==> config.mk <==
export PLATFORM = sky130hd
export DESIGN_NAME = twsac_ctrl
export DESIGN_NICKNAME = d
export VERILOG_FILES = /design/src/rtl/twsac_pkg.sv /design/src/rtl/twsac_ctrl.sv
export SDC_FILE = /design/constraint.sdc
export NUM_CORES = 1
export LEC_CHECK = 0
export ABC_AREA = 0
export BUFFER_PORTS_ARGS = -buffer_cell sky130_fd_sc_hd__buf_2
export CAP_MARGIN = 30
export CORE_AREA = 5 5 42 44
export CTS_CLUSTER_DIAMETER = 120
export DETAILED_ROUTE_END_ITERATION = 10
export DIE_AREA = 0 0 47 49
export GPL_ROUTABILITY_DRIVEN = 0
export SYNTH_ARGS = -nofsm -noshare
export SYNTH_HDL_FRONTEND = slang
export SYNTH_SLANG_ARGS = --single-unit
==> constraint.sdc <==
create_clock -name clk -period 1.3 [get_ports clk]
set_input_delay 0.065 -clock clk [delete_from_list [all_inputs] [get_ports clk]]
set_output_delay 0.065 -clock clk [all_outputs]
set_load 0.05 [all_outputs]
==> src/rtl/twsac_pkg.sv <==
// ----------------------------------------------------------------------------
// twsac_pkg: shared definitions for the two-way set-associative cache
// Geometry constants, derived widths, the controller state type and the
// command and status bundles that join the controller and the datapath.
// ----------------------------------------------------------------------------
`default_nettype none

package twsac_pkg;

  // Cache and backing memory geometry.
  localparam int SET_COUNT     = 16384;
  localparam int LINE_BYTES    = 4;
  localparam int BACKING_BYTES = 65536;
  localparam int TAG_WIDTH     = 16;

  // Fixed field widths.
  localparam int ADDR_W = 32;
  localparam int DATA_W = 8;
  localparam int CNT_W  = 32;

  // Derived widths.
  localparam int OFFSET_W = $clog2(LINE_BYTES);
  localparam int SET_W    = $clog2(SET_COUNT);
  localparam int LINE_W   = SET_W + OFFSET_W;
  localparam int BACK_W   = $clog2(BACKING_BYTES);
  localparam int TAG_LSB  = OFFSET_W + SET_W;
  localparam int SUM_W    = (LINE_W > BACK_W) ? LINE_W : BACK_W;
  localparam int LINE_STORE = SET_COUNT * LINE_BYTES;

  // Request command codes.
  localparam logic CMD_LOAD = 1'b0;
  localparam logic CMD_READ = 1'b1;

  // Controller states.
  typedef enum logic [2:0] {
    ST_CLEAR,
    ST_IDLE,
    ST_COMPARE,
    ST_FILL,
    ST_DRAIN,
    ST_RESPOND
  } state_t;

  // Per-set bookkeeping: valid bits of both ways and the replacement victim.
  typedef struct packed {
    logic valid0;
    logic valid1;
    logic victim1;
  } meta_t;

  // Commands from the controller to the datapath.
  typedef struct packed {
    logic capture;
    logic load;
    logic resolve;
    logic fill;
    logic respond;
    logic clear;
  } ctrl_cmd_t;

  // Status from the datapath to the controller.
  typedef struct packed {
    logic hit;
    logic fill_last;
    logic clear_done;
    logic out_free;
  } ctrl_status_t;

endpackage

`default_nettype wire

==> src/rtl/twsac_ctrl.sv <==
// ----------------------------------------------------------------------------
// twsac_ctrl: cache controller state machine
// Sequences the set clearing pass, lookup, line fill and response, and
// issues commands to the datapath.
// ----------------------------------------------------------------------------
`default_nettype none

module twsac_ctrl
  import twsac_pkg::*;
(
  input  wire logic         clk,
  input  wire logic         rst,
  input  wire logic         req_valid,
  input  wire logic         cmd,
  input  wire ctrl_status_t status,
  output logic              req_stall,
  output ctrl_cmd_t         ctrl
);

  state_t state;
  state_t state_next;

  // State register; the clearing pass runs first after reset.
  always_ff @(posedge clk) begin
    if (rst) begin
      state <= ST_CLEAR;
    end else begin
      state <= state_next;
    end
  end

  // Next state.
  always_comb begin
    state_next = state;
    unique case (state)
      ST_CLEAR: begin
        if (status.clear_done) state_next = ST_IDLE;
      end
      ST_IDLE: begin
        if (req_valid && (cmd == CMD_READ)) state_next = ST_COMPARE;
      end
      ST_COMPARE: begin
        state_next = status.hit ? ST_RESPOND : ST_FILL;
      end
      ST_FILL: begin
        if (status.fill_last) state_next = ST_DRAIN;
      end
      ST_DRAIN: begin
        state_next = ST_RESPOND;
      end
      ST_RESPOND: begin
        if (status.out_free) state_next = ST_IDLE;
      end
      default: begin
        state_next = ST_CLEAR;
      end
    endcase
  end

  // Outputs.
  always_comb begin
    req_stall    = (state != ST_IDLE);
    ctrl         = '0;
    ctrl.capture = (state == ST_IDLE) && req_valid && (cmd == CMD_READ);
    ctrl.load    = (state == ST_IDLE) && req_valid && (cmd == CMD_LOAD);
    ctrl.resolve = (state == ST_COMPARE);
    ctrl.fill    = (state == ST_FILL);
    ctrl.respond = (state == ST_RESPOND) && status.out_free;
    ctrl.clear   = (state == ST_CLEAR);
  end

endmodule

`default_nettype wire

---- Word level (Yosys, flattened, before mapping) ----
Index checks and enable logic that the tools add are counted.
W data, S select, Z words.
storage, ports and cells
  bits in registers ....................... 3
  input bits .............................. 8
  output and inout port bits .............. 7
  word-level logic and storage cells ...... 25
cells by class
  eq/ne operators ......................... 10
  mux-type cells .......................... 6
  bitwise gates (word level) .............. 1
  reduce and logical (&&, ||, !) cells .... 7
operators with widths
  cell                  count
  $pmux W3 S6           1
  $mux W3               5
  $ne A2 B2 Y1 const B  4
  $eq A3 B2 Y1 const B  2
  $eq A3 B3 Y1 const B  2
  $logic_and A1 B1 Y1   5
  $reduce_and A4 Y1     1
  $eq A3 B1 Y1 const B  1
  $logic_not A3 Y1      1
  $ne A3 B1 Y1 const B  1
  $not A1 Y1            1

---- Depth between registers and ports, before layout ----
Gate-level depths: netlist of run 1.
  depth in word-level cells ............... 3
  gate-level depth with buffers ........... 5
  mapped depth without buffers ............ 4

---- Least setup slack after synthesis of run 1 ----
OpenSTA, ideal clock, no wires.
  path type ............................... register -> output
  from .................................... register state[0]
  to ...................................... output port ctrl[3] in the netlist's numbering
  data arrival time ....................... 1631 ps
  data required time ...................... 1235 ps
  setup slack ............................. -396 ps
  cell stages (with the launch flop) ...... 3
  buffers on the path ..................... 1
  cell sequence ........................... dfxtp_1 buf_2 nor3b_1
RTL lines
  what                    line              source
  start, declared         twsac_ctrl.sv:20  state_t state;
  start signal, assigned  twsac_ctrl.sv:28  state <= state_next;
  end, declared           twsac_ctrl.sv:17  output ctrl_cmd_t ctrl

==> impl_metrics.csv, run 1 <==
group,metric,value,unit
timing,setup-violations-final,0,
drt,vias,309,
global_routing,grtUsageTotal,8.36,%
finish,layout.nets,62,
drt,totalWireLength,773,µm
finish,regMostFlops,"state",
yosys,syn_inst,36,
setup_path,endpoint_kind,"output port",
setup_path,critPathSlowestCell,"dfxtp_4",
finish,largestRegisters,"state (3)",
placed_design,hpwl,603,µm
setup_path,worst_ep_required_time,1.24,ns
setup_path,r2r_setup_slack,0.14,ns
global_routing,grt_pass1_wl,1400,µm
timing,fmax,809,MHz
drt,routed-wl-met3,71,µm
drt,drt-met1-wl,312,µm
clock_tree,cts_hold_buf,0,
drt,viasPerCell,4.48,
clock_tree,postCtsSetupBuffers,0,
timing,drv_slew,0,
yosys,synth_area,264,µm²
yosys,syn_nets,44,
placed_design,io_buffers,14,
timing,finalHoldViolCount,0,
drt,met2_length,389,µm
timing,finalCriticalPeriod,1.24,ns
clock_tree,clkSinkCount,3,
pwr,ir_drop,0.549,mV
setup_path,path_buf_inv,1,
global_routing,antenna_found_initial,0,
setup_path,cp_max_fo,10,
drt,dr.pass1.iters,2,
setup_path,slowest_delay,0.37,ns
clock_tree,cts_tree,"yes",
die,die_y,49,µm
clock_tree,path_clk_slew,0.04,ns
setup_path,r2r-start,"state[0]",
min_path,worstHoldPathType,"input pin to register",
finish,drive_gt1_share,58.5,%
finish,final_core_util,30.6,%
setup_path,worstPathCellList,"nand2b_4, nor2_4, and3_1, buf_6",
global_routing,first_global_vias,342,
yosys,synth_xor_area_share,0,%
yosys,synth_top_family_by_area,"simple AND/OR/NAND/NOR gates",
drt,wire_per_inst,11.2,µm
die,die_area,0.00230,mm²
yosys,ys_seq_elements,3,
run,maxCapViolations,0,
setup_path,critical_path_class,"register to output port",
yosys,synth.distinct_cells,22,
timing,fin_crit_sh,95.1,%
setup_path,critical_path.top_delay_family,"simple AND/OR/NAND/NOR gates",
drt,highest_layer,"met3",
clock_tree,clock_latency,0.23,ns
placed_design,placed_cells,65,
clock_tree,h-tree-depth,1,
yosys,yosysSeqAreaShare,22.7,%
finish,diodes,0,
finish,fin_area,429,µm²
global_routing,overflow,0,
finish,largest_register_ff_count,3,
die,rows,14,
timing,finalClockSkew,0.000342,ns
die,core,0.00140,mm²
yosys,yosys-mux-area-fraction,0,%
clock_tree,clockBufferDepth,2,
clock_tree,cts-root-buf,"clkbuf_4",
min_path,min_from,"rst",
placed_design,placed_area,360,µm²
timing,rsz0062_at_grt,"yes",
timing,max_slew_margin,82.8,%
outcome,outcome,"complete, no violations",
yosys,synth_compound_area_share,23.2,%
yosys,synth_fa_ha_area_share,0,%
clock_tree,cts_buffers,3,
timing,tightest_slew,0.257,ns
finish,mostFrequentLayoutCell,"buf_2",
global_routing,grt_max_degree,11,
die,io_pins,15,
setup_path,critPathArrivalTime,1.17,ns
pwr,pwr_density_cell,2540,mW/mm²
pwr,p_leak,0.181,nW
die,die_w,47,µm
timing,fin_hold_ws,0.0284,ns
yosys,yosysWarnings,0,
yosys,post_synth_and_or_nand_nor_area_fraction,43.1,%
finish,final_cell_mix,"10 x buf_2, 4 x clkbuf_4, 3 x buf_6",
drt,drc,0,
finish,stdcell_count,69,
clock_tree,cts_resized,9,
setup_path,crit_start,"state[1]",
die,start_util,18.8,%
setup_path,startpoint_type,"register",
drt,final_antenna_net_count,0,
drt,drt_iter0_markers,1,
yosys,avgSynthCellArea,7.33,µm²
finish,area_delta_synth_final,62.6,%
[synthesized netlist by cell type]
master    n  area [µm²]
and2_1    1        6.26
o21bai_1  1        7.51
nand2_1   2        7.51
dfxtp_1   3        60.1
nor4_1    1        6.26
nand2_2   1        6.26
and3_1    1        6.26
nor3_1    3        15.0
a221oi_1  1        8.76
o21ai_0   1        5.00
nor3b_1   2        15.0
a311oi_1  2        17.5
nor2b_2   1        8.76
nor2b_1   2        12.5
inv_2     1        3.75
buf_6     1        11.3
nand2b_1  3        18.8
nor2_1    3        11.3
inv_1     1        3.75
buf_2     2        10.0
a21oi_1   2        10.0
o211ai_2  1        12.5
[worst reg2reg max path, delay by kind of cell (launching register included)]
family,cells,cell delay [ns]
AO/OA/AOI/OAI,2,0.43
flip-flops,1,0.36
AND/OR/NAND/NOR,2,0.24
[through the flow]
stage	TNS [ns]	worst slack [ns]	power (W)
after floorplan	0	0.00860	0.000722
after global placement	0	0.0866	0.000832
after detailed placement	0	0.0695	0.000844
after CTS	0	0.0129	0.00107
after global routing	-0.0161	-0.0123	0.00118
final	0	0.0632	0.00109
[power by group]
group          total, W  switching, W  internal [W]
sequential     0.000219     0.0000783      0.000140
clock          0.000163     0.0000483      0.000115
combinational  0.000708      0.000439      0.000269
[kinds of logic after synthesis]
kind of cell,Yosys count
AOI/OAI and AO/OA,8
buffers and inverters,5
DFF,3
and+or+nand+nor,20
[layer usage]
layer	global-route usage [%]	vias to the layer above
li1	-	162
met2	14.3	12
met1	8.08	135
met4	2.76	0
met3	4.80	0
met5	0	-
[final timing paths]
| kind | endpoint | depth (start not counted) |
|---|---|---|
| max | ctrl[5] | 4 |
| min | state[1] | 2 |
| min reg2reg | state[1] | 1 |
| max reg2reg | state[1] | 4 |
[layout make-up]
| class | instances | area [µm²] |
|---|---|---|
| clock buffer | 4 | 26.3 |
| fill | 165 | 972 |
| inverter | 2 | 7.51 |
| multi-input combinational | 28 | 203 |
| sequential | 3 | 66.3 |
| tap | 16 | 20.0 |
| timing repair buffer | 16 | 106 |
No activity file was read; power rests on OpenSTA's default activity.
==> run 2, diff against run 1 <==
PLACE_DENSITY_LB_ADDON = 0.1   (was default)
==> impl_metrics.csv, run 2 (synthesis gave the netlist of run 1 again) <==
group,metric,value,unit
die,start_util,18.8,%
drt,final_antenna_net_count,0,
clock_tree,clock_latency,0.23,ns
drt,viasPerCell,4.45,
finish,regArea,66.3,µm²
setup_path,worstPathCellList,"nand2b_4, nor2_4, and3_1, buf_6",
setup_path,crit_start,"state[1]",
timing,fmax,808,MHz
timing,fin_crit_sh,95.3,%
clock_tree,path_clk_slew,0.04,ns
setup_path,r2r-end,"state[1]",
die,io_pins,15,
clock_tree,cts_buffers,3,
setup_path,worst_ep_required_time,1.24,ns
setup_path,critPathArrivalTime,1.17,ns
clock_tree,cts_hold_buf,0,
setup_path,r2r_setup_slack,0.12,ns
timing,finalCriticalPeriod,1.24,ns
timing,rsz0062_at_grt,"no",
drt,wire_per_inst,10.5,µm
finish,regMostFlops,"state",
setup_path,path_depth,4,
die,die_y,49,µm
timing,drv_slew,0,
clock_tree,postCtsSetupBuffers,0,
timing,fin_setup_tns,0,ns
finish,area_delta_synth_final,65.9,%
timing,finalHoldViolCount,0,
drt,totalWireLength,726,µm
setup_path,crit_path_end,"ctrl[5]",
placed_design,io_buffers,14,
setup_path,critical_path.top_delay_family,"simple AND/OR/NAND/NOR gates",
drt,dr.pass1.iters,2,
die,core,0.00140,mm²
finish,final_core_util,31.3,%
die,rows,14,
setup_path,slowest_delay,0.37,ns
setup_path,startpoint_type,"register",
die,die_w,47,µm
setup_path,critPathSlowestCell,"dfxtp_4",
setup_path,r2r-start,"state[0]",
global_routing,grt_max_degree,11,
finish,drive_gt1_share,60.4,%
global_routing,antenna_found_initial,0,
finish,largestRegisters,"state (3)",
finish,fill_cells,164,
clock_tree,cts_tree,"yes",
timing,finalClockSkew,0.00169,ns
pwr,pwr_density_cell,2550,mW/mm²
pwr,sequentialPowerShare,19.9,%
finish,layout.nets,62,
setup_path,endpoint_kind,"output port",
die,die_area,0.00230,mm²
setup_path,critical_path_class,"register to output port",
clock_tree,cts-root-buf,"clkbuf_4",
pwr,ir_drop,0.694,mV
setup_path,ff2ff_path_depth,4,
timing,layout_setup_ws,0.0617,ns
setup_path,cp_max_fo,10,
setup_path,path_buf_inv,1,
drt,drt_iter0_markers,1,
placed_design,pre_cts_slack,0.0627,ns
global_routing,overflow,0,
run,maxCapViolations,0,
finish,diodes,0,
pwr,netSwitchingPower,0.000573,W
pwr,clkPwrFrac,14.7,%
drt,drc,0,
global_routing,grt_pass1_wl,1210,µm
timing,fin_hold_ws,0.0153,ns
pwr,internal-power,0.000546,W
timing,max_slew_margin,83.1,%
pwr,p_leak,0.183,nW
finish,mostFrequentLayoutCell,"buf_2",
drt,vias,307,
pwr,p_sw_share,51.2,%
timing,setup-violations-final,0,
global_routing,grtUsageTotal,7.10,%
finish,multi_input_area,209,µm²
min_path,worstHoldPathType,"input pin to register",
finish,largest_register_ff_count,3,
timing,tightest_slew,0.252,ns
outcome,outcome,"complete, no violations",
global_routing,first_global_vias,309,
pwr,p_comb_share,65.4,%
clock_tree,clkSinkCount,3,
clock_tree,h-tree-depth,1,
clock_tree,clockBufferDepth,2,
finish,final_cell_mix,"9 x buf_2, 5 x clkbuf_4, 3 x buf_6",
[run 2: timing repair]
item	4_1_cts	5_1_grt
gates resized for setup	9	7
setup endpoints to repair	7	6
gates cloned	0	0
[run 2: through the flow]
stage               total power [W]  instance area (µm²)  cells
global placement           0.000842                  360     65
global route                0.00121                  438     69
finish                      0.00112                  438     69
floorplan                  0.000722                  277     36
CTS                         0.00108                  414     69
detailed placement         0.000843                  360     65
[run 2: power groups by stage]
stage	registers (W)	logic, W	clock network [W]
global route	0.000236	0.000789	0.000181
global placement	0.000196	0.000646	0
detailed placement	0.000196	0.000647	0
finish	0.000223	0.000731	0.000165
CTS	0.000210	0.000694	0.000173
floorplan	0.000142	0.000579	0
[run 2: how the worst min path moves through the flow]
stage	endpoint	cells past startpoint	slack, ns	from
2_1_floorplan	state[0]	1	0.14	rst
3_3_place_gp	state[2]	2	0.26	rst
3_5_place_dp	state[0]	2	0.26	rst
4_1_cts	state[1]	2	0.01	rst
5_1_grt	state[1]	2	0.02	rst
6_report	state[0]	2	0.02	rst
[run 2: cell type report]
cell class	count	area share, %
repair buffers	16	24.9
multi-input cells	28	47.7
flip-flops and latches	3	15.1
inverters	2	1.71
clock buffers	4	6.00
well taps	16	4.57
[run 2: per-layer routing]
metal / GRT usage, % / wire, µm
met1: 8.32 / 290
met2: 10.9 / 373
met3: 3.32 / 63
met4: 2.76 / 0
met5: 0 / 0
